### src/design/pscn_pkg.sv
`timescale 1ns / 1ps
// ----------------------------------------------------------------------------
// pscn_pkg
// Shared types, codes and constants of the pedal sensor calibrate and
// normalize unit.
// ----------------------------------------------------------------------------
package pscn_pkg;

  // field widths
  localparam int RAW_W    = 16;
  localparam int TIME_W   = 32;
  localparam int FRAC_W   = 17;
  localparam int OP_W     = 2;
  localparam int DATA_W   = 32;
  localparam int ADDR_W   = 5;
  localparam int REG_IDX_W = 3;

  // parameter defaults
  localparam int SAMPLE_BITS_DEF        = 16;
  localparam int THROTTLE_WINDOW_US_DEF = 5000000;
  localparam int BRAKE_WINDOW_US_DEF    = 3000000;

  // full travel in Q1.16
  localparam logic [FRAC_W-1:0] FULL_TRAVEL = 17'h10000;
  // largest fraction not above one tenth of full travel, floor(65536 / 10)
  localparam logic [FRAC_W-1:0] TENTH_LIMIT = 17'd6553;
  // reset value of the upper spec limits
  localparam logic [RAW_W-1:0]  SPEC_MAX_RESET = 16'hFFFF;

  // operation codes
  localparam logic [OP_W-1:0] OP_SAMPLE    = 2'd0;
  localparam logic [OP_W-1:0] OP_CAL_START = 2'd1;
  localparam logic [OP_W-1:0] OP_CAL_CLEAR = 2'd2;

  // register indexes (byte address = 4 * index)
  localparam logic [REG_IDX_W-1:0] REG_PEDAL_KIND     = 3'd0;
  localparam logic [REG_IDX_W-1:0] REG_PRIMARY_REV    = 3'd1;
  localparam logic [REG_IDX_W-1:0] REG_SECONDARY_REV  = 3'd2;
  localparam logic [REG_IDX_W-1:0] REG_PRIMARY_MIN    = 3'd3;
  localparam logic [REG_IDX_W-1:0] REG_PRIMARY_MAX    = 3'd4;
  localparam logic [REG_IDX_W-1:0] REG_SECONDARY_MIN  = 3'd5;
  localparam logic [REG_IDX_W-1:0] REG_SECONDARY_MAX  = 3'd6;

  // input transaction
  typedef struct packed {
    logic [OP_W-1:0]   op;
    logic [TIME_W-1:0] time_us;
    logic [RAW_W-1:0]  primary_raw;
    logic [RAW_W-1:0]  secondary_raw;
  } pscn_in_t;

  // result transaction
  typedef struct packed {
    logic [FRAC_W-1:0] travel;
    logic [FRAC_W-1:0] primary_travel;
    logic [FRAC_W-1:0] secondary_travel;
    logic              brakes_on;
    logic              implausible;
    logic              in_range;
    logic              calibrated;
    logic              calibrating;
  } pscn_out_t;

  // fraction strictly above ten percent of full travel
  function automatic logic above_tenth(input logic [FRAC_W-1:0] q);
    return q > TENTH_LIMIT;
  endfunction

endpackage

### src/design/pedal_sensor_calibrate_normalize_unit.sv
`timescale 1ns / 1ps
// ----------------------------------------------------------------------------
// pedal_sensor_calibrate_normalize_unit
// Pedal position sensor calibration window, travel normalization with a
// shared serial divider, plausibility and range checks.
// ----------------------------------------------------------------------------
//  channel  | signals                                    | direction
//  ---------+--------------------------------------------+----------
//  item     | item_valid, item_ready, item (pscn_in_t)   | in
//  result   | result_valid, result_ready, result         | out
//  config   | psel, penable, pwrite, paddr, pwdata,      | in/out
//           | prdata, pready                             |
//
//  A command, or a sample before calibration, goes straight to the finish
//  step; a calibrated sample runs setup, load and divide once for a brake
//  and twice for a throttle, on a restoring divider that yields one quotient
//  bit per cycle and is shared by both sensors. A capped or zero fraction
//  skips its divide steps. Reset is synchronous; it clears flags and
//  calibration limits and returns the registers to their default values.
//  A new item is taken while the last result waits in the output register;
//  a stalled result holds the finish step until it is taken.
// ----------------------------------------------------------------------------
module pedal_sensor_calibrate_normalize_unit #(
  parameter int SAMPLE_BITS        = pscn_pkg::SAMPLE_BITS_DEF,
  parameter int THROTTLE_WINDOW_US = pscn_pkg::THROTTLE_WINDOW_US_DEF,
  parameter int BRAKE_WINDOW_US    = pscn_pkg::BRAKE_WINDOW_US_DEF
) (
  input  logic                          clk,
  input  logic                          rst,
  // item channel
  input  logic                          item_valid,
  output logic                          item_ready,
  input  pscn_pkg::pscn_in_t            item,
  // result channel
  output logic                          result_valid,
  input  logic                          result_ready,
  output pscn_pkg::pscn_out_t           result,
  // configuration port
  input  logic                          psel,
  input  logic                          penable,
  input  logic                          pwrite,
  input  logic [pscn_pkg::ADDR_W-1:0]   paddr,
  input  logic [pscn_pkg::DATA_W-1:0]   pwdata,
  output logic [pscn_pkg::DATA_W-1:0]   prdata,
  output logic                          pready
);

  localparam logic [pscn_pkg::RAW_W-1:0] SAMPLE_MASK =
    pscn_pkg::RAW_W'((33'd1 << SAMPLE_BITS) - 33'd1);
  localparam logic [pscn_pkg::TIME_W-1:0] THROTTLE_WIN =
    pscn_pkg::TIME_W'(THROTTLE_WINDOW_US);
  localparam logic [pscn_pkg::TIME_W-1:0] BRAKE_WIN =
    pscn_pkg::TIME_W'(BRAKE_WINDOW_US);

  typedef enum logic [2:0] {S_IDLE, S_SETUP, S_LOAD, S_DIV, S_FINISH} state_t;

  // configuration registers
  logic        pedal_kind;
  logic        prim_invert;
  logic        sec_invert;
  logic [15:0] primary_spec_min;
  logic [15:0] primary_spec_max;
  logic [15:0] secondary_spec_min;
  logic [15:0] secondary_spec_max;

  // calibration state
  logic [15:0] cal_min_primary, cal_max_primary;
  logic [15:0] cal_min_secondary, cal_max_secondary;
  logic [31:0] window_start;
  logic        calibrating_flag, calibrated_flag;
  logic [16:0] held_travel;

  // sequencer and shared divider
  state_t              state;
  pscn_pkg::pscn_in_t  item_q;
  logic                sel;
  logic [16:0]         num_q, den_q;
  logic [15:0]         rem, div_den, quo;
  logic [3:0]          cnt;
  logic [16:0]         pt, st;

  logic [15:0] praw, sraw;
  logic        brake;

  assign praw  = item_q.primary_raw & SAMPLE_MASK;
  assign sraw  = item_q.secondary_raw & SAMPLE_MASK;
  assign brake = pedal_kind;

  // configuration writes and reads
  logic                              cfg_write;
  logic [pscn_pkg::REG_IDX_W-1:0]    cfg_idx;

  assign pready    = 1'b1;
  assign cfg_write = psel && penable && pwrite;
  assign cfg_idx   = paddr[pscn_pkg::ADDR_W-1:2];

  always_ff @(posedge clk) begin
    if (rst) begin
      pedal_kind         <= 1'b0;
      prim_invert        <= 1'b0;
      sec_invert         <= 1'b1;
      primary_spec_min   <= '0;
      primary_spec_max   <= pscn_pkg::SPEC_MAX_RESET;
      secondary_spec_min <= '0;
      secondary_spec_max <= pscn_pkg::SPEC_MAX_RESET;
    end else if (cfg_write) begin
      unique case (cfg_idx)
        pscn_pkg::REG_PEDAL_KIND:    pedal_kind         <= pwdata[0];
        pscn_pkg::REG_PRIMARY_REV:   prim_invert        <= pwdata[0];
        pscn_pkg::REG_SECONDARY_REV: sec_invert         <= pwdata[0];
        pscn_pkg::REG_PRIMARY_MIN:   primary_spec_min   <= pwdata[15:0];
        pscn_pkg::REG_PRIMARY_MAX:   primary_spec_max   <= pwdata[15:0];
        pscn_pkg::REG_SECONDARY_MIN: secondary_spec_min <= pwdata[15:0];
        pscn_pkg::REG_SECONDARY_MAX: secondary_spec_max <= pwdata[15:0];
        default: ;
      endcase
    end
  end

  always_comb begin
    unique case (cfg_idx)
      pscn_pkg::REG_PEDAL_KIND:    prdata = {31'd0, pedal_kind};
      pscn_pkg::REG_PRIMARY_REV:   prdata = {31'd0, prim_invert};
      pscn_pkg::REG_SECONDARY_REV: prdata = {31'd0, sec_invert};
      pscn_pkg::REG_PRIMARY_MIN:   prdata = {16'd0, primary_spec_min};
      pscn_pkg::REG_PRIMARY_MAX:   prdata = {16'd0, primary_spec_max};
      pscn_pkg::REG_SECONDARY_MIN: prdata = {16'd0, secondary_spec_min};
      pscn_pkg::REG_SECONDARY_MAX: prdata = {16'd0, secondary_spec_max};
      default:                     prdata = '0;
    endcase
  end

  assign item_ready = (state == S_IDLE);

  // setup: operand select, optional reverse, signed differences
  logic [15:0] raw_sel, lo_sel, hi_sel, v_sel;
  logic        rev_sel;
  logic [16:0] num_d, den_d;

  always_comb begin
    raw_sel = sel ? sraw : praw;
    rev_sel = sel ? sec_invert : prim_invert;
    lo_sel  = sel ? cal_min_secondary : cal_min_primary;
    hi_sel  = sel ? cal_max_secondary : cal_max_primary;
    if (!rev_sel) begin
      v_sel = raw_sel;
    end else if (raw_sel > hi_sel) begin
      v_sel = '0;
    end else begin
      v_sel = hi_sel - raw_sel;
    end
    num_d = {1'b0, v_sel} - {1'b0, lo_sel};
    den_d = {1'b0, hi_sel} - {1'b0, lo_sel};
  end

  // load: magnitudes and the zero and capped cases
  logic [16:0] an_full, ad_full;
  logic [15:0] an, ad;
  logic        frac_zero, frac_cap;

  always_comb begin
    an_full   = num_q[16] ? (17'd0 - num_q) : num_q;
    ad_full   = den_q[16] ? (17'd0 - den_q) : den_q;
    an        = an_full[15:0];
    ad        = ad_full[15:0];
    frac_zero = (den_q == '0) || (num_q == '0) || (num_q[16] != den_q[16]);
    frac_cap  = (an >= ad);
  end

  // divider step: one quotient bit a cycle
  logic [16:0] rem2, rem_sub;
  logic        div_ge;

  always_comb begin
    rem2    = {rem, 1'b0};
    div_ge  = rem2 >= {1'b0, div_den};
    rem_sub = div_ge ? (rem2 - {1'b0, div_den}) : rem2;
  end

  // fraction ready from either the load shortcut or the last divide step
  logic        frac_ready;
  logic [16:0] frac_val;

  always_comb begin
    frac_ready = 1'b0;
    frac_val   = '0;
    if (state == S_LOAD && (frac_zero || frac_cap)) begin
      frac_ready = 1'b1;
      frac_val   = frac_zero ? 17'd0 : pscn_pkg::FULL_TRAVEL;
    end else if (state == S_DIV && cnt == '0) begin
      frac_ready = 1'b1;
      frac_val   = {1'b0, quo[14:0], div_ge};
    end
  end

  // finish: travel, checks, calibration step and the result
  logic [17:0] pair_sum;
  logic [16:0] pair_diff;
  logic [31:0] elapsed;
  logic [31:0] win;
  logic [15:0] cmin_p_next, cmax_p_next, cmin_s_next, cmax_s_next;
  logic [31:0] wstart_next;
  logic        calibrating_next, calibrated_next;
  logic [16:0] held_next;
  logic        impl, rng;
  pscn_pkg::pscn_out_t res_next;

  always_comb begin
    pair_sum         = {1'b0, pt} + {1'b0, st};
    pair_diff        = (pt > st) ? (pt - st) : (st - pt);
    elapsed          = item_q.time_us - window_start;
    win              = brake ? BRAKE_WIN : THROTTLE_WIN;
    cmin_p_next      = cal_min_primary;
    cmax_p_next      = cal_max_primary;
    cmin_s_next      = cal_min_secondary;
    cmax_s_next      = cal_max_secondary;
    wstart_next      = window_start;
    calibrating_next = calibrating_flag;
    calibrated_next  = calibrated_flag;
    held_next        = held_travel;
    impl             = 1'b0;
    rng              = 1'b0;
    unique case (item_q.op)
      pscn_pkg::OP_SAMPLE: begin
        if (!brake) begin
          held_next = pair_sum[17:1];
          impl      = pscn_pkg::above_tenth(pair_diff);
        end else if (calibrated_flag) begin
          held_next = pt;
        end
        rng = (praw >= primary_spec_min) && (praw <= primary_spec_max);
        if (!brake && ((sraw < secondary_spec_min) || (sraw > secondary_spec_max))) begin
          rng = 1'b0;
        end
        // calibration window tracking or close
        if (calibrating_flag) begin
          if (elapsed < win) begin
            if (praw < cal_min_primary || cal_min_primary == '0) cmin_p_next = praw;
            if (praw > cal_max_primary) cmax_p_next = praw;
            if (!brake) begin
              if (sraw < cal_min_secondary || cal_min_secondary == '0) cmin_s_next = sraw;
              if (sraw > cal_max_secondary) cmax_s_next = sraw;
            end
          end else begin
            calibrating_next = 1'b0;
            calibrated_next  = 1'b1;
          end
        end
      end
      pscn_pkg::OP_CAL_START: begin
        calibrating_next = 1'b1;
        calibrated_next  = 1'b0;
        wstart_next      = item_q.time_us;
        cmin_p_next      = SAMPLE_MASK;
        cmax_p_next      = '0;
        cmin_s_next      = SAMPLE_MASK;
        cmax_s_next      = '0;
      end
      pscn_pkg::OP_CAL_CLEAR: begin
        calibrating_next = 1'b0;
        calibrated_next  = 1'b0;
        cmin_p_next      = '0;
        cmax_p_next      = '0;
        cmin_s_next      = '0;
        cmax_s_next      = '0;
      end
      default: ;
    endcase
    res_next.travel           = held_next;
    res_next.primary_travel   = brake ? 17'd0 : pt;
    res_next.secondary_travel = brake ? 17'd0 : st;
    res_next.brakes_on        = brake && pscn_pkg::above_tenth(held_next);
    res_next.implausible      = brake ? 1'b0 : impl;
    res_next.in_range         = rng;
    res_next.calibrated       = calibrated_next;
    res_next.calibrating      = calibrating_next;
  end

  // sequencer, state and registered result
  always_ff @(posedge clk) begin
    if (rst) begin
      state             <= S_IDLE;
      result_valid      <= 1'b0;
      cal_min_primary   <= '0;
      cal_max_primary   <= '0;
      cal_min_secondary <= '0;
      cal_max_secondary <= '0;
      window_start      <= '0;
      calibrating_flag  <= 1'b0;
      calibrated_flag   <= 1'b0;
      held_travel       <= '0;
    end else begin
      // the finish step reloads the result register itself
      if (result_valid && result_ready && state != S_FINISH) begin
        result_valid <= 1'b0;
      end
      unique case (state)
        S_IDLE: begin
          if (item_valid) begin
            item_q <= item;
            pt     <= '0;
            st     <= '0;
            sel    <= 1'b0;
            state  <= (item.op == pscn_pkg::OP_SAMPLE && calibrated_flag) ?
                      S_SETUP : S_FINISH;
          end
        end
        S_SETUP: begin
          num_q <= num_d;
          den_q <= den_d;
          state <= S_LOAD;
        end
        S_LOAD: begin
          rem     <= an;
          div_den <= ad;
          quo     <= '0;
          cnt     <= 4'd15;
          if (!frac_ready) begin
            state <= S_DIV;
          end
        end
        S_DIV: begin
          rem <= rem_sub[15:0];
          quo <= {quo[14:0], div_ge};
          cnt <= cnt - 4'd1;
        end
        S_FINISH: begin
          if (!result_valid || result_ready) begin
            result            <= res_next;
            result_valid      <= 1'b1;
            cal_min_primary   <= cmin_p_next;
            cal_max_primary   <= cmax_p_next;
            cal_min_secondary <= cmin_s_next;
            cal_max_secondary <= cmax_s_next;
            window_start      <= wstart_next;
            calibrating_flag  <= calibrating_next;
            calibrated_flag   <= calibrated_next;
            held_travel       <= held_next;
            state             <= S_IDLE;
          end
        end
        default: state <= S_IDLE;
      endcase
      // store a finished fraction and move to the next sensor or finish
      if (frac_ready) begin
        if (sel) begin
          st <= frac_val;
        end else begin
          pt <= frac_val;
        end
        if (!sel && !brake) begin
          sel   <= 1'b1;
          state <= S_SETUP;
        end else begin
          state <= S_FINISH;
        end
      end
    end
  end

  // checks
  a_flags_exclusive: assert property (@(posedge clk) disable iff (rst)
    !(calibrating_flag && calibrated_flag))
    else $error("calibrating and calibrated both set");

  a_rem_below_den: assert property (@(posedge clk) disable iff (rst)
    (state == S_DIV) |-> (rem < div_den))
    else $error("divider remainder not below divisor");

  a_travel_bounded: assert property (@(posedge clk) disable iff (rst)
    result_valid |-> (result.travel <= pscn_pkg::FULL_TRAVEL &&
                      result.primary_travel <= pscn_pkg::FULL_TRAVEL &&
                      result.secondary_travel <= pscn_pkg::FULL_TRAVEL))
    else $error("travel above full scale");

  a_brake_no_pair: assert property (@(posedge clk) disable iff (rst)
    (result_valid && result.brakes_on) |->
      (result.primary_travel == '0 && result.implausible == 1'b0))
    else $error("brake result carries throttle pair data");

endmodule
### config.mk
export PLATFORM = sky130hd
export DESIGN_NAME = pedal_sensor_calibrate_normalize_unit
export DESIGN_NICKNAME = d
export VERILOG_FILES = /design/src/design/pscn_pkg.sv /design/src/design/pedal_sensor_calibrate_normalize_unit.sv
export SDC_FILE = /design/constraint.sdc
export NUM_CORES = 1
export LEC_CHECK = 0
export BUFFER_PORTS_ARGS = -buffer_cell sky130_fd_sc_hd__buf_2
export CORE_MARGIN = 4
export CORE_UTILIZATION = 40
export DETAILED_ROUTE_END_ITERATION = 7
export GPL_ROUTABILITY_DRIVEN = 1
export PLACE_DENSITY = 0.64
export SYNTH_ARGS = -nofsm -noshare
export SYNTH_HDL_FRONTEND = slang
export SYNTH_SLANG_ARGS = --single-unit
### constraint.sdc
create_clock -name clk -period 12.06 [get_ports clk]
set_clock_uncertainty 0.2 [all_clocks]
set_input_delay 2.412 -clock clk [delete_from_list [all_inputs] [get_ports clk]]
set_output_delay 2.412 -clock clk [all_outputs]
set_load 0.02 [all_outputs]
==> impl_metrics.toml <==
[yosys]
ys_top_cells_by_area = "edfxtp_1, ha_1, dfxtp_1, nand2_1, a21oi_1"
ys_seq_elements = 428
yosys.area.top_type = "edfxtp_1"
yosys_warnings = 0
synth-edff-count = 242
yosysSeqAreaShare = 0.391
synth_cell_types = 85
syn_inst = 3063
synth-main-ff-cell = "edfxtp_1"
synthTopCellsByCount = "nand2_1, ha_1, inv_1"
synth_async_sr_flop_share = 0
syn_area_per_cell_sq_um = 9.17
mappedNetlistArea_sq_um = 28100
synth.most_common_cell = "nand2_1"
synth_top_area_frac = 0.259

[grt]
grt_pass1_vias = 21300
grt_usage = 0.191
antenna_found_initial = 2
grt_max_degree = 72
grt_pass1_wl_um = 116000
overflow = 0

[detailed_routing]
wl_um = 73500
wl_met3_um = 3800
top_layer = "met4"
wl_met2_um = 34500
dr.pass1.iters = 5
detail-route-antenna-nets = 0
drt-initial-drc-count = 1588
vias = 22400
drt-wirelength-per-cell_um = 17.7
wl_met1_um = 33300
drc_errors = 0
routed_via_density = 5.41

[placement]
place_hpwl_um = 54300
dp.cells = 4059
routabilityCongestion = 0.881
port_buffers = 165
dp_slack_ps = 4740

[sta]
rsz0062_at_grt = "false"
tightest_slew_ps = 1240
fin_crit_ps = 7410
setup_violations = 0
slew_viol_final = 0
timing.fmax_mhz = 135
relSlewSlack = 0.171
worst_slack_ps = 4650
hold_viol = 0
finalCritPeriodShare = 0.614
finalSetupTns_ps = 0

[clocking]
insertion_delay_ps = 600
path_clk_slew_ps = 60
cts_num_sinks = 428
cts_resized = 0
cts_tree = "built"
postCtsSetupBuffers = 0
root_buffer = "clkbuf_16"
postCtsHoldBufs = 0
cts_made_buffers = 50
htree_levels = 2
clockBufferDepth = 3

[power_and_ir_drop]
irDropWorstVdd_mv = 0.117
p_leak_nw = 12.7
p_switching_mw = 1.07
p_sw_frac = 0.277
internal_power_mw = 2.79
finalPower_mw = 3.86
seq_power_share = 0.426
clockPowerShare = 0.407
power.density_nw_per_um2 = 123
combPwrFrac = 0.166

[final_layout]
fillCellCount = 6634
finalNonFillerCells = 4153
multi_input_area_sq_um = 15400
drive_above_1_share = 0.101
fin_util = 0.455
num-nets-final = 3597
area_delta_synth_final_pct = 12.0
seqCellArea_sq_um = 11000
diodes = 0

[floorplanning]
ios = 201
fp.dieH_um = 273
rows = 96
die_area_sq_um = 74500
core_area_sq_um = 69100
start_util = 0.407
die_w_um = 273

[worst_setup_path]
cp_slowest_stage_delay_ps = 690
crit_top_cell = "a21o_1"
cp-end-kind = "register"
critPathRequiredTime_ps = 12200
cp_top_family = "compound AO/OA/AOI/OAI gates"
setup.worst_path.start_class = "register"
cp_max_fo = 71
crit_buf_inv = 4
slowest_stage = "buf_4"
path_class = "reg -> reg"
critPathArrivalTime_ps = 7540

[flow_run]
drv_cap = 0

[hold_path]
hp-class = "reg -> reg"

[run_status]
status = "complete, no violations"
==> flip-flops by register name, summed over array words and instances (netlist names), 17 cells and up <==
signal,cells
den_q,17
held_travel,17
item_q,34
num_q,17
pt,17
result,56
st,17
window_start,32
==> cells in the final DEF (no fill, tap or decap), drive strengths merged, types with 22 or more instances in the layout <==
cell / netlist / final
nand2: 341 / 341
inv: 299 / 303
ha: 300 / 300
a21oi: 244 / 244
edfxtp: 242 / 242
buf: 42 / 194
dfxtp: 186 / 186
nor2: 186 / 186
o21ai: 133 / 133
a211oi: 89 / 89
a21o: 77 / 77
mux2i: 73 / 73
xnor2: 71 / 71
clkbuf: 102 / 66
a22o: 51 / 51
o211ai: 43 / 43
nor2b: 42 / 42
nand3: 39 / 39
nand2b: 39 / 39
nor3: 38 / 38
o22ai: 33 / 33
xor2: 31 / 31
o21a: 30 / 30
nand4: 30 / 30
and2: 26 / 26
or3: 23 / 23
o221ai: 22 / 22
==> kinds of logic after synthesis <==
group | synth area share
simple gates | 0.138
compound gates | 0.207
mux | 0.0296
buf+inv | 0.0630
xor+xnor | 0.0318
flops | 0.391
other cells | 0.000267
fa+ha+maj | 0.139
==> stage by stage <==
stage,hold WS (ps),cell area (sq um)
finish,251,31400
detailed placement,247,29700
CTS,255,31400
global placement,242,29700
floorplan,236,28100
global route,271,31400
==> path summary, 6_finish.rpt <==
check | from | end | slack (ps) | depth (start not counted)
max | sel$_DFFE_PN_ | num_q[14]$_DFFE_PP_ | 4650 | 30
min | window_start[27]$_SDFFE_PP0P_ | window_start[27]$_SDFFE_PP0P_ | 250 | 2
max reg2reg | sel$_DFFE_PN_ | num_q[14]$_DFFE_PP_ | 4650 | 30
min reg2reg | window_start[27]$_SDFFE_PP0P_ | window_start[27]$_SDFFE_PP0P_ | 250 | 2
==> power by group through the flow <==
stage | sequential [mW] | clock (mW) | combinational, mW
floorplan | 1.67 | 0 | 0.469
global placement | 1.68 | 0 | 0.626
detailed placement | 1.68 | 0 | 0.634
CTS | 1.65 | 1.61 | 0.638
global route | 1.65 | 1.67 | 0.717
finish | 1.65 | 1.57 | 0.641
==> layer usage <==
| metal | GRT usage | vias to the layer above |
|---|---|---|
| li1 | - | 11300 |
| met1 | 0.258 | 10500 |
| met2 | 0.323 | 558 |
| met3 | 0.0246 | 112 |
| met4 | 0.0543 | 0 |
| met5 | 0 | - |
==> worst reg2reg max path: cells and delay by family (launching register included) <==
kind                     cells  cell delay [ps]
AO/OA/AOI/OAI               19             3960
XOR/XNOR                     1              150
adder cells (fa/ha/maj)      3              880
buffers and inverters        4             1380
flip-flops                   1              330
AND/OR/NAND/NOR              3              300
==> layout make-up <==
cell class / instances / area share
tap: 931 / 0.0370
clock inverter: 28 / 0.0103
sequential: 428 / 0.350
clock buffer: 66 / 0.0439
timing repair buffer: 194 / 0.0333
inverter: 301 / 0.0359
multi-input combinational: 2205 / 0.490
No activity file was read; power rests on OpenSTA's default activity.
